`src/rtl/core/ddo_pkg.sv`:
```
// Shared widths, codes and constant tables for the differential drive odometry block.
// No dependencies; every other file of the block imports this package.
`timescale 1ns / 1ps
`default_nettype none

package ddo_pkg;

    // Field widths fixed by the item formats.
    localparam int unsigned POS_W     = 32;   // Q16.16 positions and coordinates
    localparam int unsigned HEADING_W = 16;   // binary angle of a full turn
    localparam int unsigned CFG_W     = 32;   // configuration register width

    // Configuration port.
    localparam int unsigned APB_ADDR_W = 3;   // two 32-bit registers at 0x0 and 0x4
    localparam int unsigned REG_IDX_W  = 1;
    localparam logic [REG_IDX_W-1:0] REG_TRAVEL_PER_REV = 1'b0;
    localparam logic [REG_IDX_W-1:0] REG_HEADING_GAIN   = 1'b1;

    // Item action codes.
    localparam logic ACTION_UPDATE = 1'b0;
    localparam logic ACTION_SET    = 1'b1;

    // Heading constants.
    localparam logic [HEADING_W-1:0] QUARTER_TURN = 16'h4000;

    // Sine and cosine unit.
    localparam int unsigned ANGLE_BITS_DEF = 16;
    localparam int unsigned PHASE_W        = 32;   // phase in 2^-32 turn units
    localparam int unsigned CORDIC_W       = 33;   // Q2.30 plus headroom
    localparam int unsigned ATAN_IDX_W     = 5;
    localparam int unsigned ATAN_W         = 30;
    localparam logic signed [CORDIC_W-1:0] CORDIC_K = 33'sd652032874;

    // Serial shift-and-add multiplier: 33-bit multiplier by 32-bit multiplicand.
    localparam int unsigned MUL_A_W   = 33;
    localparam int unsigned MUL_B_W   = 32;
    localparam int unsigned MUL_P_W   = MUL_A_W + MUL_B_W;
    localparam int unsigned MUL_STEPS = MUL_A_W;
    localparam int unsigned STEP_W    = $clog2(MUL_STEPS);

    // Arctangent of 2^-i in 2^-32 turn units.
    function automatic logic [ATAN_W-1:0] atan_turn(input logic [ATAN_IDX_W-1:0] idx);
        logic [ATAN_W-1:0] val;
        case (idx)
            5'd0:    val = 30'd536870912;
            5'd1:    val = 30'd316933406;
            5'd2:    val = 30'd167458907;
            5'd3:    val = 30'd85004756;
            5'd4:    val = 30'd42667331;
            5'd5:    val = 30'd21354465;
            5'd6:    val = 30'd10679838;
            5'd7:    val = 30'd5340245;
            5'd8:    val = 30'd2670163;
            5'd9:    val = 30'd1335087;
            5'd10:   val = 30'd667544;
            5'd11:   val = 30'd333772;
            5'd12:   val = 30'd166886;
            5'd13:   val = 30'd83443;
            5'd14:   val = 30'd41722;
            5'd15:   val = 30'd20861;
            5'd16:   val = 30'd10430;
            5'd17:   val = 30'd5215;
            5'd18:   val = 30'd2608;
            5'd19:   val = 30'd1304;
            5'd20:   val = 30'd652;
            5'd21:   val = 30'd326;
            5'd22:   val = 30'd163;
            5'd23:   val = 30'd81;
            5'd24:   val = 30'd41;
            5'd25:   val = 30'd20;
            5'd26:   val = 30'd10;
            5'd27:   val = 30'd5;
            5'd28:   val = 30'd3;
            5'd29:   val = 30'd1;
            5'd30:   val = 30'd1;
            default: val = '0;
        endcase
        return val;
    endfunction

endpackage

`default_nettype wire

```
`src/rtl/core/ddo_if.sv`:
```
// Valid/ready channel interfaces for the odometry block: command items in, pose results out.
// Depends on ddo_pkg for the field widths.
`timescale 1ns / 1ps
`default_nettype none

interface ddo_cmd_if;
    import ddo_pkg::*;

    logic                        valid;
    logic                        ready;
    logic                        action;
    logic signed [POS_W-1:0]     left_position;
    logic signed [POS_W-1:0]     right_position;
    logic                        imu_present;
    logic        [HEADING_W-1:0] imu_heading;
    logic signed [POS_W-1:0]     new_x;
    logic signed [POS_W-1:0]     new_y;
    logic        [HEADING_W-1:0] new_heading;

    modport source (
        output valid, action, left_position, right_position, imu_present,
               imu_heading, new_x, new_y, new_heading,
        input  ready
    );

    modport sink (
        input  valid, action, left_position, right_position, imu_present,
               imu_heading, new_x, new_y, new_heading,
        output ready
    );
endinterface

interface ddo_pose_if;
    import ddo_pkg::*;

    logic                        valid;
    logic                        ready;
    logic signed [POS_W-1:0]     pos_x_out;
    logic signed [POS_W-1:0]     pos_y_out;
    logic        [HEADING_W-1:0] heading_out;

    modport source (
        output valid, pos_x_out, pos_y_out, heading_out,
        input  ready
    );

    modport sink (
        input  valid, pos_x_out, pos_y_out, heading_out,
        output ready
    );
endinterface

`default_nettype wire

```
`src/rtl/core/differential_drive_odometry.sv`:
```
// Top level of the differential drive odometry block: APB registers, sequencer,
// serial multiplier and iterative sine/cosine. Depends on ddo_pkg and ddo_if.
`timescale 1ns / 1ps
`default_nettype none

// Usage
// -----
// Command transactions arrive on cmd (valid/ready). An update transaction carries absolute
// wheel positions and an optional inertial heading; a set transaction rewrites the pose.
// Each command produces exactly one pose transaction on the pose channel, in order.
// The two gains (travel per revolution, heading per revolution) are written through the
// APB port at byte addresses 0x0 and 0x4; the user must do so only while the block is idle,
// which the block itself leaves unchecked. pready is always high.
//
// cmd.ready is high only while the sequencer is idle. A set transaction goes straight from
// idle to the write state. An update that derives heading from the wheels runs one more
// multiply than an update with an inertial heading, and the first update after reset skips
// the travel multiply. The length of an update is set by the one bit-serial multiplier,
// which retires one multiplier bit per cycle and is used up to four times per update, and
// by the rotation unit, which runs one iteration per cycle.
//
// The pose result sits in an output register, so the next command is taken while the last
// result still waits for pose.ready. If the receiver stalls longer than a whole update, the
// sequencer holds its finished result until the output register frees up.
//
// Reset (rst_n, asynchronous, active low) clears the pose, the heading offset, the latched
// wheel positions and both gains. The first update after reset only latches wheel positions
// and moves nothing, but it still sets the heading.
module differential_drive_odometry #(
    parameter int unsigned ANGLE_BITS = ddo_pkg::ANGLE_BITS_DEF
) (
    input  wire logic                            clk,
    input  wire logic                            rst_n,
    input  wire logic                            psel,
    input  wire logic                            penable,
    input  wire logic                            pwrite,
    input  wire logic [ddo_pkg::APB_ADDR_W-1:0]  paddr,
    input  wire logic [ddo_pkg::CFG_W-1:0]       pwdata,
    output      logic [ddo_pkg::CFG_W-1:0]       prdata,
    output      logic                            pready,
    ddo_cmd_if.sink                              cmd,
    ddo_pose_if.source                           pose
);
    import ddo_pkg::*;

    // Iteration counter of the rotation unit.
    localparam int unsigned ITER_W = $clog2(ANGLE_BITS);
    localparam logic [ITER_W-1:0] ITER_LAST = ITER_W'(ANGLE_BITS - 1);

    // The phase keeps only its top ANGLE_BITS bits.
    localparam logic [PHASE_W-1:0] PHASE_MASK = ~({PHASE_W{1'b1}} >> ANGLE_BITS);

    localparam logic [STEP_W-1:0] STEP_LAST  = STEP_W'(MUL_STEPS - 1);
    localparam logic [MUL_P_W-1:0] TRAV_HALF = MUL_P_W'(65536);
    localparam logic [63:0]        ROT_HALF  = 64'd536870912;

    typedef enum logic [3:0] {
        S_IDLE,
        S_HEAD_MUL,
        S_HEAD_FIN,
        S_TRAV_SUM,
        S_TRAV_ABS,
        S_TRAV_MUL,
        S_TRAV_FIN,
        S_ROT_INIT,
        S_ROT_ITER,
        S_ROT_QUAD,
        S_X_MUL,
        S_X_FIN,
        S_Y_MUL,
        S_Y_FIN,
        S_POS_ADD,
        S_WRITE
    } state_t;

    state_t state_reg;

    // Configuration registers.
    logic [CFG_W-1:0] travel_reg;
    logic [CFG_W-1:0] gain_reg;

    // Architectural pose state.
    logic [POS_W-1:0]     pos_x_reg;
    logic [POS_W-1:0]     pos_y_reg;
    logic [HEADING_W-1:0] heading_reg;
    logic [HEADING_W-1:0] offset_reg;
    logic [POS_W-1:0]     last_left_reg;
    logic [POS_W-1:0]     last_right_reg;
    logic                 have_last_reg;

    // Output register.
    logic                 out_valid_reg;
    logic [POS_W-1:0]     out_x_reg;
    logic [POS_W-1:0]     out_y_reg;
    logic [HEADING_W-1:0] out_heading_reg;

    // Working registers of one update.
    logic [POS_W-1:0]     dl_reg;
    logic [POS_W-1:0]     dr_reg;
    logic                 moving_reg;
    logic [POS_W:0]       sum_reg;
    logic [HEADING_W-1:0] ang_reg;
    logic [POS_W-1:0]     dist_mag_reg;
    logic                 dist_neg_reg;
    logic signed [CORDIC_W-1:0] cx_reg;
    logic signed [CORDIC_W-1:0] cy_reg;
    logic signed [PHASE_W-1:0]  cz_reg;
    logic [ITER_W-1:0]    iter_reg;
    logic [1:0]           quad_reg;
    logic [MUL_B_W-1:0]   sin_mag_reg;
    logic                 sin_neg_reg;
    logic [POS_W-1:0]     dx_reg;
    logic [POS_W-1:0]     dy_reg;

    // Bit-serial multiplier: the multiplier word shifts out of mul_lo_reg one bit a cycle
    // while the product's low half shifts in behind it.
    logic [MUL_B_W-1:0] mul_hi_reg;
    logic [MUL_A_W-1:0] mul_lo_reg;
    logic [MUL_B_W-1:0] mul_b_reg;
    logic [STEP_W-1:0]  step_reg;
    logic               prod_neg_reg;
    logic [MUL_B_W:0]   mul_sum;
    logic [MUL_B_W-1:0] mul_hi_next;
    logic [MUL_A_W-1:0] mul_lo_next;
    logic [MUL_P_W-1:0] mul_prod;
    logic               mul_run;

    logic cmd_fire;
    logic cfg_write;
    logic out_free;

    // Combinational helpers.
    logic [MUL_P_W-1:0]   trav_round;
    logic [47:0]          trav_units;
    logic                 trav_big;
    logic [63:0]          rot_round;
    logic [POS_W-1:0]     rot_delta;
    logic [PHASE_W-1:0]   phase;
    logic signed [CORDIC_W-1:0] cx_shift;
    logic signed [CORDIC_W-1:0] cy_shift;
    logic [PHASE_W-1:0]   atan_val;
    logic [CORDIC_W-1:0]  abs_x;
    logic [CORDIC_W-1:0]  abs_y;
    logic [POS_W:0]       sum_abs;
    logic [HEADING_W-1:0] enc_ang;

    assign cmd_fire  = cmd.valid && cmd.ready;
    assign cfg_write = psel && penable && pwrite;
    assign out_free  = !out_valid_reg || pose.ready;

    assign cmd.ready        = (state_reg == S_IDLE);
    assign pose.valid       = out_valid_reg;
    assign pose.pos_x_out   = out_x_reg;
    assign pose.pos_y_out   = out_y_reg;
    assign pose.heading_out = out_heading_reg;

    assign pready = 1'b1;
    assign prdata = (paddr[2] == REG_HEADING_GAIN) ? gain_reg : travel_reg;

    // One multiplier step.
    assign mul_run     = state_reg inside {S_HEAD_MUL, S_TRAV_MUL, S_X_MUL, S_Y_MUL};
    assign mul_sum     = {1'b0, mul_hi_reg} + (mul_lo_reg[0] ? {1'b0, mul_b_reg} : '0);
    assign mul_hi_next = mul_sum[MUL_B_W:1];
    assign mul_lo_next = {mul_sum[0], mul_lo_reg[MUL_A_W-1:1]};
    assign mul_prod    = {mul_hi_reg, mul_lo_reg};

    // Heading from the wheel difference: the integer-turn bits of the product are dropped.
    assign enc_ang = mul_prod[31:16] + QUARTER_TURN + offset_reg;

    // Travel: round half a unit, drop 17 bits (the mean of the two wheels and Q16.16).
    assign trav_round = mul_prod + TRAV_HALF;
    assign trav_units = trav_round[MUL_P_W-1:17];
    assign trav_big   = |trav_units[47:31];

    // Signed product rounded to nearest and shifted down by 30 bits, floor semantics.
    assign rot_round = prod_neg_reg ? (ROT_HALF - mul_prod[63:0])
                                    : (mul_prod[63:0] + ROT_HALF);
    assign rot_delta = rot_round[61:30];

    assign sum_abs = sum_reg[POS_W] ? (~sum_reg + 1'b1) : sum_reg;

    // Rotation unit operands.
    assign phase    = {ang_reg, {(PHASE_W - HEADING_W){1'b0}}} & PHASE_MASK;
    assign cx_shift = cx_reg >>> iter_reg;
    assign cy_shift = cy_reg >>> iter_reg;
    assign atan_val = {{(PHASE_W - ATAN_W){1'b0}}, atan_turn(ATAN_IDX_W'(iter_reg))};
    assign abs_x    = cx_reg[CORDIC_W-1] ? (-cx_reg) : cx_reg;
    assign abs_y    = cy_reg[CORDIC_W-1] ? (-cy_reg) : cy_reg;

    // Sequencer, architectural state, configuration and the output register.
    always_ff @(posedge clk or negedge rst_n)
    begin
        if (!rst_n)
        begin
            state_reg       <= S_IDLE;
            travel_reg      <= '0;
            gain_reg        <= '0;
            pos_x_reg       <= '0;
            pos_y_reg       <= '0;
            heading_reg     <= '0;
            offset_reg      <= '0;
            last_left_reg   <= '0;
            last_right_reg  <= '0;
            have_last_reg   <= 1'b0;
            out_valid_reg   <= 1'b0;
            out_x_reg       <= '0;
            out_y_reg       <= '0;
            out_heading_reg <= '0;
        end
        else
        begin
            if (cfg_write)
            begin
                case (paddr[2])
                    REG_TRAVEL_PER_REV: travel_reg <= pwdata;
                    REG_HEADING_GAIN:   gain_reg   <= pwdata;
                    default:            travel_reg <= travel_reg;
                endcase
            end

            // In S_WRITE the output register is reloaded below whenever it frees up.
            if (out_valid_reg && pose.ready && (state_reg != S_WRITE))
            begin
                out_valid_reg <= 1'b0;
            end

            case (state_reg)
                S_IDLE:
                begin
                    if (cmd_fire)
                    begin
                        if (cmd.action == ACTION_SET)
                        begin
                            // Keep later headings continuous with the new heading.
                            offset_reg  <= cmd.new_heading - (heading_reg - offset_reg);
                            heading_reg <= cmd.new_heading;
                            pos_x_reg   <= cmd.new_x;
                            pos_y_reg   <= cmd.new_y;
                            state_reg   <= S_WRITE;
                        end
                        else
                        begin
                            last_left_reg  <= cmd.left_position;
                            last_right_reg <= cmd.right_position;
                            have_last_reg  <= 1'b1;
                            state_reg      <= cmd.imu_present ? S_TRAV_SUM : S_HEAD_MUL;
                        end
                    end
                end
                S_HEAD_MUL:
                begin
                    if (step_reg == STEP_LAST)
                    begin
                        state_reg <= S_HEAD_FIN;
                    end
                end
                S_HEAD_FIN:
                begin
                    state_reg <= S_TRAV_SUM;
                end
                S_TRAV_SUM:
                begin
                    state_reg <= moving_reg ? S_TRAV_ABS : S_ROT_INIT;
                end
                S_TRAV_ABS:
                begin
                    state_reg <= S_TRAV_MUL;
                end
                S_TRAV_MUL:
                begin
                    if (step_reg == STEP_LAST)
                    begin
                        state_reg <= S_TRAV_FIN;
                    end
                end
                S_TRAV_FIN:
                begin
                    state_reg <= S_ROT_INIT;
                end
                S_ROT_INIT:
                begin
                    heading_reg <= ang_reg;
                    state_reg   <= S_ROT_ITER;
                end
                S_ROT_ITER:
                begin
                    if (iter_reg == ITER_LAST)
                    begin
                        state_reg <= S_ROT_QUAD;
                    end
                end
                S_ROT_QUAD:
                begin
                    state_reg <= S_X_MUL;
                end
                S_X_MUL:
                begin
                    if (step_reg == STEP_LAST)
                    begin
                        state_reg <= S_X_FIN;
                    end
                end
                S_X_FIN:
                begin
                    state_reg <= S_Y_MUL;
                end
                S_Y_MUL:
                begin
                    if (step_reg == STEP_LAST)
                    begin
                        state_reg <= S_Y_FIN;
                    end
                end
                S_Y_FIN:
                begin
                    state_reg <= S_POS_ADD;
                end
                S_POS_ADD:
                begin
                    pos_x_reg <= pos_x_reg + dx_reg;
                    pos_y_reg <= pos_y_reg + dy_reg;
                    state_reg <= S_WRITE;
                end
                S_WRITE:
                begin
                    // Hand the pose to the output register once it is free.
                    if (out_free)
                    begin
                        out_valid_reg   <= 1'b1;
                        out_x_reg       <= pos_x_reg;
                        out_y_reg       <= pos_y_reg;
                        out_heading_reg <= heading_reg;
                        state_reg       <= S_IDLE;
                    end
                end
                default:
                begin
                    state_reg <= S_IDLE;
                end
            endcase
        end
    end

    // Datapath of one update: multiplier, travel and rotation registers.
    always_ff @(posedge clk)
    begin
        if (mul_run)
        begin
            mul_hi_reg <= mul_hi_next;
            mul_lo_reg <= mul_lo_next;
            step_reg   <= step_reg + 1'b1;
        end

        case (state_reg)
            S_IDLE:
            begin
                if (cmd_fire)
                begin
                    // Wheel deltas wrap as signed 32-bit values.
                    dl_reg       <= cmd.left_position - last_left_reg;
                    dr_reg       <= cmd.right_position - last_right_reg;
                    moving_reg   <= have_last_reg;
                    ang_reg      <= QUARTER_TURN - cmd.imu_heading + offset_reg;
                    mul_hi_reg   <= '0;
                    mul_lo_reg   <= {1'b0, cmd.right_position - cmd.left_position};
                    mul_b_reg    <= gain_reg;
                    step_reg     <= '0;
                end
            end
            S_HEAD_FIN:
            begin
                ang_reg <= enc_ang;
            end
            S_TRAV_SUM:
            begin
                sum_reg      <= {dl_reg[POS_W-1], dl_reg} + {dr_reg[POS_W-1], dr_reg};
                dist_mag_reg <= '0;
                dist_neg_reg <= 1'b0;
            end
            S_TRAV_ABS:
            begin
                mul_hi_reg   <= '0;
                mul_lo_reg   <= sum_abs;
                mul_b_reg    <= travel_reg;
                step_reg     <= '0;
                dist_neg_reg <= sum_reg[POS_W];
            end
            S_TRAV_FIN:
            begin
                // Saturate to the signed 32-bit range.
                if (trav_big)
                begin
                    dist_mag_reg <= dist_neg_reg ? 32'h8000_0000 : 32'h7FFF_FFFF;
                end
                else
                begin
                    dist_mag_reg <= trav_units[POS_W-1:0];
                end
            end
            S_ROT_INIT:
            begin
                quad_reg <= phase[PHASE_W-1 -: 2];
                cz_reg   <= {2'b00, phase[PHASE_W-3:0]};
                cx_reg   <= CORDIC_K;
                cy_reg   <= '0;
                iter_reg <= '0;
            end
            S_ROT_ITER:
            begin
                if (!cz_reg[PHASE_W-1])
                begin
                    cx_reg <= cx_reg - cy_shift;
                    cy_reg <= cy_reg + cx_shift;
                    cz_reg <= cz_reg - atan_val;
                end
                else
                begin
                    cx_reg <= cx_reg + cy_shift;
                    cy_reg <= cy_reg - cx_shift;
                    cz_reg <= cz_reg + atan_val;
                end
                iter_reg <= iter_reg + 1'b1;
            end
            S_ROT_QUAD:
            begin
                // Fold the quadrant into magnitudes and signs; the sign of a zero
                // magnitude never reaches the result.
                mul_hi_reg <= '0;
                mul_lo_reg <= {1'b0, dist_mag_reg};
                step_reg   <= '0;
                case (quad_reg)
                    2'd0:
                    begin
                        mul_b_reg    <= abs_x[MUL_B_W-1:0];
                        prod_neg_reg <= dist_neg_reg ^ cx_reg[CORDIC_W-1];
                        sin_mag_reg  <= abs_y[MUL_B_W-1:0];
                        sin_neg_reg  <= cy_reg[CORDIC_W-1];
                    end
                    2'd1:
                    begin
                        mul_b_reg    <= abs_y[MUL_B_W-1:0];
                        prod_neg_reg <= dist_neg_reg ^ !cy_reg[CORDIC_W-1];
                        sin_mag_reg  <= abs_x[MUL_B_W-1:0];
                        sin_neg_reg  <= cx_reg[CORDIC_W-1];
                    end
                    2'd2:
                    begin
                        mul_b_reg    <= abs_x[MUL_B_W-1:0];
                        prod_neg_reg <= dist_neg_reg ^ !cx_reg[CORDIC_W-1];
                        sin_mag_reg  <= abs_y[MUL_B_W-1:0];
                        sin_neg_reg  <= !cy_reg[CORDIC_W-1];
                    end
                    default:
                    begin
                        mul_b_reg    <= abs_y[MUL_B_W-1:0];
                        prod_neg_reg <= dist_neg_reg ^ cy_reg[CORDIC_W-1];
                        sin_mag_reg  <= abs_x[MUL_B_W-1:0];
                        sin_neg_reg  <= !cx_reg[CORDIC_W-1];
                    end
                endcase
            end
            S_X_FIN:
            begin
                dx_reg       <= rot_delta;
                mul_hi_reg   <= '0;
                mul_lo_reg   <= {1'b0, dist_mag_reg};
                mul_b_reg    <= sin_mag_reg;
                step_reg     <= '0;
                prod_neg_reg <= dist_neg_reg ^ sin_neg_reg;
            end
            S_Y_FIN:
            begin
                dy_reg <= rot_delta;
            end
            default:
            begin
                dy_reg <= dy_reg;
            end
        endcase
    end

endmodule

`default_nettype wire
```
`src/flat_wrapper.sv`:
```
// flat-port wrapper written by rule: the top's interface ports become plain ports
module differential_drive_odometry_flat import ddo_pkg::*;
#(
    parameter int unsigned ANGLE_BITS = ddo_pkg::ANGLE_BITS_DEF
)
  (clk, rst_n, psel, penable, pwrite, paddr, pwdata, prdata, pready, cmd_valid, cmd_action, cmd_left_position, cmd_right_position, cmd_imu_present, cmd_imu_heading, cmd_new_x, cmd_new_y, cmd_new_heading, cmd_ready, pose_valid, pose_pos_x_out, pose_pos_y_out, pose_heading_out, pose_ready);
  ddo_cmd_if cmd_i ();
  ddo_pose_if pose_i ();
  input  wire logic clk;
  input  wire logic rst_n;
  input  wire logic psel;
  input  wire logic penable;
  input  wire logic pwrite;
  input  wire logic [ddo_pkg::APB_ADDR_W-1:0] paddr;
  input  wire logic [ddo_pkg::CFG_W-1:0] pwdata;
  output      logic [ddo_pkg::CFG_W-1:0] prdata;
  output      logic pready;
  input wire logic [$bits(cmd_i.valid)-1:0] cmd_valid;
  input wire logic [$bits(cmd_i.action)-1:0] cmd_action;
  input wire logic [$bits(cmd_i.left_position)-1:0] cmd_left_position;
  input wire logic [$bits(cmd_i.right_position)-1:0] cmd_right_position;
  input wire logic [$bits(cmd_i.imu_present)-1:0] cmd_imu_present;
  input wire logic [$bits(cmd_i.imu_heading)-1:0] cmd_imu_heading;
  input wire logic [$bits(cmd_i.new_x)-1:0] cmd_new_x;
  input wire logic [$bits(cmd_i.new_y)-1:0] cmd_new_y;
  input wire logic [$bits(cmd_i.new_heading)-1:0] cmd_new_heading;
  output wire logic [$bits(cmd_i.ready)-1:0] cmd_ready;
  output wire logic [$bits(pose_i.valid)-1:0] pose_valid;
  output wire logic [$bits(pose_i.pos_x_out)-1:0] pose_pos_x_out;
  output wire logic [$bits(pose_i.pos_y_out)-1:0] pose_pos_y_out;
  output wire logic [$bits(pose_i.heading_out)-1:0] pose_heading_out;
  input wire logic [$bits(pose_i.ready)-1:0] pose_ready;
  assign cmd_i.valid = cmd_valid;
  assign cmd_i.action = cmd_action;
  assign cmd_i.left_position = cmd_left_position;
  assign cmd_i.right_position = cmd_right_position;
  assign cmd_i.imu_present = cmd_imu_present;
  assign cmd_i.imu_heading = cmd_imu_heading;
  assign cmd_i.new_x = cmd_new_x;
  assign cmd_i.new_y = cmd_new_y;
  assign cmd_i.new_heading = cmd_new_heading;
  assign cmd_ready = cmd_i.ready;
  assign pose_valid = pose_i.valid;
  assign pose_pos_x_out = pose_i.pos_x_out;
  assign pose_pos_y_out = pose_i.pos_y_out;
  assign pose_heading_out = pose_i.heading_out;
  assign pose_i.ready = pose_ready;
  differential_drive_odometry #(.ANGLE_BITS(ANGLE_BITS)) u_core (.clk(clk), .rst_n(rst_n), .psel(psel), .penable(penable), .pwrite(pwrite), .paddr(paddr), .pwdata(pwdata), .prdata(prdata), .pready(pready), .cmd(cmd_i), .pose(pose_i));
endmodule
```
`config.mk`:
```
export PLATFORM = sky130hd
export DESIGN_NAME = differential_drive_odometry_flat
export DESIGN_NICKNAME = d
export VERILOG_FILES = /design/src/rtl/core/ddo_pkg.sv /design/src/rtl/core/ddo_if.sv /design/src/rtl/core/differential_drive_odometry.sv /design/src/flat_wrapper.sv
export SDC_FILE = /design/constraint.sdc
export NUM_CORES = 2
export LEC_CHECK = 0
export ABC_CLOCK_PERIOD_IN_PS = 7300
export BUFFER_PORTS_ARGS = -buffer_cell sky130_fd_sc_hd__buf_4
export CAP_MARGIN = 20
export CORE_ASPECT_RATIO = 0.75
export CORE_MARGIN = 4
export CORE_UTILIZATION = 46
export CTS_CLUSTER_SIZE = 24
export DETAILED_ROUTE_END_ITERATION = 10
export GPL_ROUTABILITY_DRIVEN = 0
export PLACE_DENSITY = 0.69
export SYNTH_ARGS = -nofsm -noshare
export SYNTH_HDL_FRONTEND = slang
export SYNTH_SLANG_ARGS = --single-unit
```
`constraint.sdc`:
```
create_clock -name clk -period 7.3 [get_ports clk]
set_input_delay 0.73 -clock clk [delete_from_list [all_inputs] [get_ports clk]]
set_output_delay 0.73 -clock clk [all_outputs]
set_load 0.005 [all_outputs]
```
Yosys cells after proc, flatten, opt, wreduce, memory -nomap -nowiden
Memories as Yosys holds them, arrays and structs flattened. A register that Yosys moved wholly into a read port is not among the register bits. Cells that the tools add are included.

Register bits: 762. Latch bits: 0. RAM bits: 0. ROM bits: 480. Output and inout port bits: 115. Logic and storage cells: 195. Memories kept: 1.

Memory list: (no name shown) (depth 16, bits a word 30, read ports 1, clocked after Yosys merged registers in 1, write ports 0, RTL line ddo_pkg.sv:44) `case (idx)`.

Add/sub/neg operators: 27. Multiply operators: 0. Divide/modulo/power cells: 0. Magnitude comparators: 0. Equality and inequality tests: 28. Shift-type cells: 2. Mux-type cells: 59. Bitwise gates (word level): 8. Reductions and logical operators: 35.

Operators with widths (number): $mux W32 (16); $pmux W32 S2 (5); $mux W33 (5); $pmux W33 S2 (2); $pmux W32 S4 (1); $pmux W33 S3 (1); $sub A32 B32 Y32 (3); $add A32 B32 Y33 (2); $add A33 B33 Y33 (2); $sshr A33 B4 Y33 (2); $sub A33 B33 Y33 (2); $add A65 B17 Y65 const B (1); $add A32 B32 Y32 (2); $neg A32 Y32 (2); $pmux W16 S2 (2); $pmux W4 S16 (1); $add A62 B30 Y62 const B (1); $mux W62 (1); $sub A30 B62 Y62 const A (1); $mux W16 (3); $eq A4 B4 Y1 const B (9); $mux W4 (9); $add A33 B1 Y33 const B (1); $not A33 Y33 (1); 39 further kinds (84).

Depth between registers and ports, before layout
Word-level depth: 5. Gate-level depth with buffers: 28.

Least setup slack after synthesis
OpenSTA, ideal clock, no wires.

Kind: register to register. From: register u_core.iter_reg[2]. To: register u_core.cx_reg[32] (data pin). Library setup time: 270 ps. Arrival time: 5214 ps. Data required time: 7030 ps. Path slack: 1816 ps. Stages on the path, launching flop included: 27. Path through: edfxtp_1 -> buf_4 -> buf_2 -> buf_2 -> buf_2 -> buf_2 -> buf_1 -> clkbuf_1 -> nand2_1 -> o31ai_1 -> ha_1 -> nor2b_1 -> and3_1 -> and2_1 -> nor2_1 -> xnor2_1 -> ha_1 -> and3_1 -> o211ai_1 -> or4_1 -> a41o_1 -> a21oi_1 -> a41oi_1 -> nand2b_1 -> a31oi_1 -> or3_1 -> a21oi_1.

Cells in the longest elaborated chain, start to end: 4. Elaborated cells on any way between the ends: 5. Classes of those cells: add/sub (2); shift (1); mux (2).

Ends and longest elaborated chain: start: declaration (RTL line differential_drive_odometry.sv:108) `logic [ITER_W-1:0] iter_reg;`; start signal: assignment (RTL line differential_drive_odometry.sv:422) `iter_reg <= iter_reg + 1'b1;`; $sshr A33 B4 Y33 * (RTL line differential_drive_odometry.sv:185) `assign cy_shift = cy_reg >>> iter_reg;`; $sub A33 B33 Y33 / $add A33 B33 Y33 (equally long branches) (RTL line differential_drive_odometry.sv:412, differential_drive_odometry.sv:418); $mux W33 * (RTL line differential_drive_odometry.sv:410) `if (!cz_reg[PHASE_W-1])`; $pmux W33 S2 * (RTL line differential_drive_odometry.sv:354) `case (state_reg)`; end signal: assignment (RTL line differential_drive_odometry.sv:412) `cx_reg <= cx_reg - cy_shift;`; end signal: assignment (RTL line differential_drive_odometry.sv:418) `cx_reg <= cx_reg + cy_shift;`; end: declaration (RTL line differential_drive_odometry.sv:105) `logic signed [CORDIC_W-1:0] cx_reg;`.

Mark *: on every way between the ends. The rest lies on a longest branch, timed or not. A chain may end at the register's enable or synchronous reset.

Worst setup path in the final report
From: register u_core.iter_reg[0]. To: register u_core.cy_reg[32] (data pin).

Cells in the longest elaborated chain, start to end: 4. Elaborated cells on any way between the ends: 5. Classes of those cells: add/sub (2); shift (1); mux (2).

Ends and longest elaborated chain: $sshr A33 B4 Y33 * (RTL line differential_drive_odometry.sv:184) `assign cx_shift = cx_reg >>> iter_reg;`; $add A33 B33 Y33 / $sub A33 B33 Y33 (equally long branches) (RTL line differential_drive_odometry.sv:413, differential_drive_odometry.sv:419); $mux W33 * (RTL line differential_drive_odometry.sv:410); $pmux W33 S2 * (RTL line differential_drive_odometry.sv:354); end signal: assignment (RTL line differential_drive_odometry.sv:413) `cy_reg <= cy_reg + cx_shift;`; end signal: assignment (RTL line differential_drive_odometry.sv:419) `cy_reg <= cy_reg - cx_shift;`; end: declaration (RTL line differential_drive_odometry.sv:106) `logic signed [CORDIC_W-1:0] cy_reg;`.

Marks and branches as above.

==> out/results.ini <==
[timing]
rsz0062_at_grt=false
slew_viol_final=0
hold_viol_final=0
fin_setup_tns_ps=0
fin_crit_ps=6260
finClkSkew_ps=37.8
final-setup-viol-count=0
whs_ps=257
finalCritPeriodShare=0.857
setup_ws_ps=1040
fmax_ghz=0.160
worst_pin_slew_ps=1110
maxSlewHeadroom=0.263

[placement]
dp_slack_ps=1230
port_buffers=315
dp_cells=8086
place_hpwl_um=133000

[power]
switching_share=0.455
p_sw_uw=14000
seqPwrFrac=0.269
combPwrFrac=0.576
p_int_uw=16700
peakVddDrop_mv=0.241
p_leak_uw=0.0272
cellPowerDensity_mw_per_mm2=469
p_clk_frac=0.155

[critical_path]
rrSetupSlack_ps=1040
worstSetupPathType=reg2reg
cp_slowest_cell=mux4_2
worstSetupEndpointType=register
cp-start-kind=register
worstPathRequired_ps=7720
crit_path_max_fanout=73
crit_chain=buf_12 > mux4_2 > mux4_2 > nor4_2 > nand4_1 > nor3_1 > and2_1 > nor2_1 > xor2_1 > ha_1 > and4_1 > nand2_1 > nor2_1 > a211oi_1 > o311a_1 > o31ai_1 > o21ai_0 > o21ai_0 > xnor2_1 > nor2_1
cp.arrival_ps=6670
r2r_cells=20
critPathMaxStageDelay_ps=620
path_common_cell=nor2_1

[worst_hold_path]
hp-class=in2reg
whs_path_depth=3

[clock_network]
cts_hold_buf=1
ctsHtreeMaxLevel=3
clkTransAtPathRegs_ps=70
cts_setup_buffers=0
clockBufferDepth=3
cts_resized=0
cts_tree=built
root_buffer=clkbuf_16
worstSkewPairLatency_ps=720
cts_sinks=792
cts_buffers=87

[floorplanning]
dieHeight_um=317
initial_utilization=0.466
ios=319
dieArea_mm2=0.133
die_w_um=419
core.rowCount=112
core_mm2=0.125

[synth]
synth_area_per_cell_um2=9.19
synthFlopType=edfxtp_1
netlist_area_mm2=0.0584
ys_async_sr_fraction=0.391
synth_top_area_frac=0.196
syn_inst=6352
syn_nets=6993
yosysSeqAreaShare=0.363
ys.warnings.count=0
synth-edff-count=381
ys_top_cells_by_area=edfxtp_1 (20%), dfrtp_1 (13%), ha_1 (8.8%)
synth_area_leader_cell=edfxtp_1
synth_cell_types=97
synth-seq-cells=792

[route]
drt_first_pass_iters=6
route.detailed.drc=0
drt_iter0_markers=5313
drt.antenna.violating_nets=0
routedWlPerCell_um=21.5
wl_um=178000
routed_via_density=6.05
route.vias.total=49900

[cells_and_area]
nets=7165
drive_gt1_frac=0.140
layout_commonest_cell=nand2_1
stdcell_count=8254
area_delta_synth_final_pct=12.0
final_cell_mix=nand2_1 (643), a21oi_1 (514), nor2_1 (503)

[global_route]
grt_pass1_wl_um=272000
grt_overflow=0
track_usage=0.260
grt_max_degree=131
grt_antenna_before_repair=6
grt_pass1_vias=46900

[run]
cap_violations=0

[status]
status=completed

-- layout make-up --
class	count	area (µm²)
inverter	313	1180
sequential	792	21200
clock inverter	62	769
timing repair buffer	386	2950
clock buffer	102	2270
tap	1653	2070
fill	11200	59900
antenna	2	5.00
multi-input combinational	4944	34900
-- synth_stat cells (55+ instances only) --
master,instances
xor2_1,243
nand3_1,128
and2_1,67
mux2i_1,103
a31oi_1,92
a21o_1,138
nor2_1,509
nand2_1,644
inv_1,308
dfxtp_1,101
nor3_1,112
o21ai_0,398
ha_1,410
nor2b_1,55
dfrtp_1,310
xnor2_1,293
mux2_2,246
and3_1,70
a211oi_1,55
clkbuf_1,240
o21a_1,55
mux4_2,63
edfxtp_1,381
a21oi_1,517
nand2b_1,72
-- worst max-delay path: cells and delay by family, from the launching register on --
kind            cells  cell delay [ps]
compound gates      5             1330
fa+ha+maj           1              370
xor+xnor            2              390
flops               1              380
mux                 2             1160
buf+inv             1              360
simple gates        9             1910
-- layer usage --
layer	global-route usage	vias to the layer above	share of wire
met5	0	-	0.00017
met1	0.382	23900	0.45
met2	0.375	2290	0.41
li1	-	23400	-
met4	0.0819	4	0.033
met3	0.0663	303	0.11
-- stage by stage --
| stage | cell area [µm²] | total power [µW] | util |
|---|---|---|---|
| global route | 65400 | 32900 | 0.522 |
| finish | 65400 | 30700 | 0.522 |
| detailed placement | 62300 | 25500 | 0.498 |
| floorplan | 58400 | 20700 | - |
| CTS | 65400 | 30400 | 0.522 |
| global placement | 62300 | 25000 | 0.498 |
-- worst paths after layout --
| check | startpoint | end |
|---|---|---|
| worst max-delay path | u_core.iter_reg[0] | u_core.cy_reg[32] |
| worst min register to register | u_core.ang_reg[15] | u_core.quad_reg[1] |
| max in group asynchronous | rst_n | u_core.travel_reg[26] |
| min in group asynchronous | rst_n | u_core.pos_x_reg[4] |
| worst max register to register | u_core.iter_reg[0] | u_core.cy_reg[32] |
| worst min-delay path | cmd_new_x[31] | u_core.pos_x_reg[31] |
-- power by group through the flow --
| stage | registers [µW] | clock network, µW | logic (µW) |
|---|---|---|---|
| after floorplan | 7400 | 0 | 13300 |
| after global placement | 8160 | 0 | 16900 |
| after detailed placement | 8210 | 0 | 17300 |
| after CTS | 8150 | 4850 | 17400 |
| after global routing | 8360 | 5040 | 19500 |
| final | 8230 | 4770 | 17700 |
-- cells by family after synthesis --
kind of cell / count (synthesis) / synth area share
buffers and inverters: 616 / 0.0406
AO/OA/AOI/OAI: 1656 / 0.176
AND/OR/NAND/NOR: 1902 / 0.153
other: 1 / 0.0000642
adder cells (fa/ha/maj): 437 / 0.0971
flip-flops: 792 / 0.363
multiplexers: 412 / 0.0894
XOR/XNOR: 536 / 0.0804
Note: power is estimated with default switching activity, not from simulation.
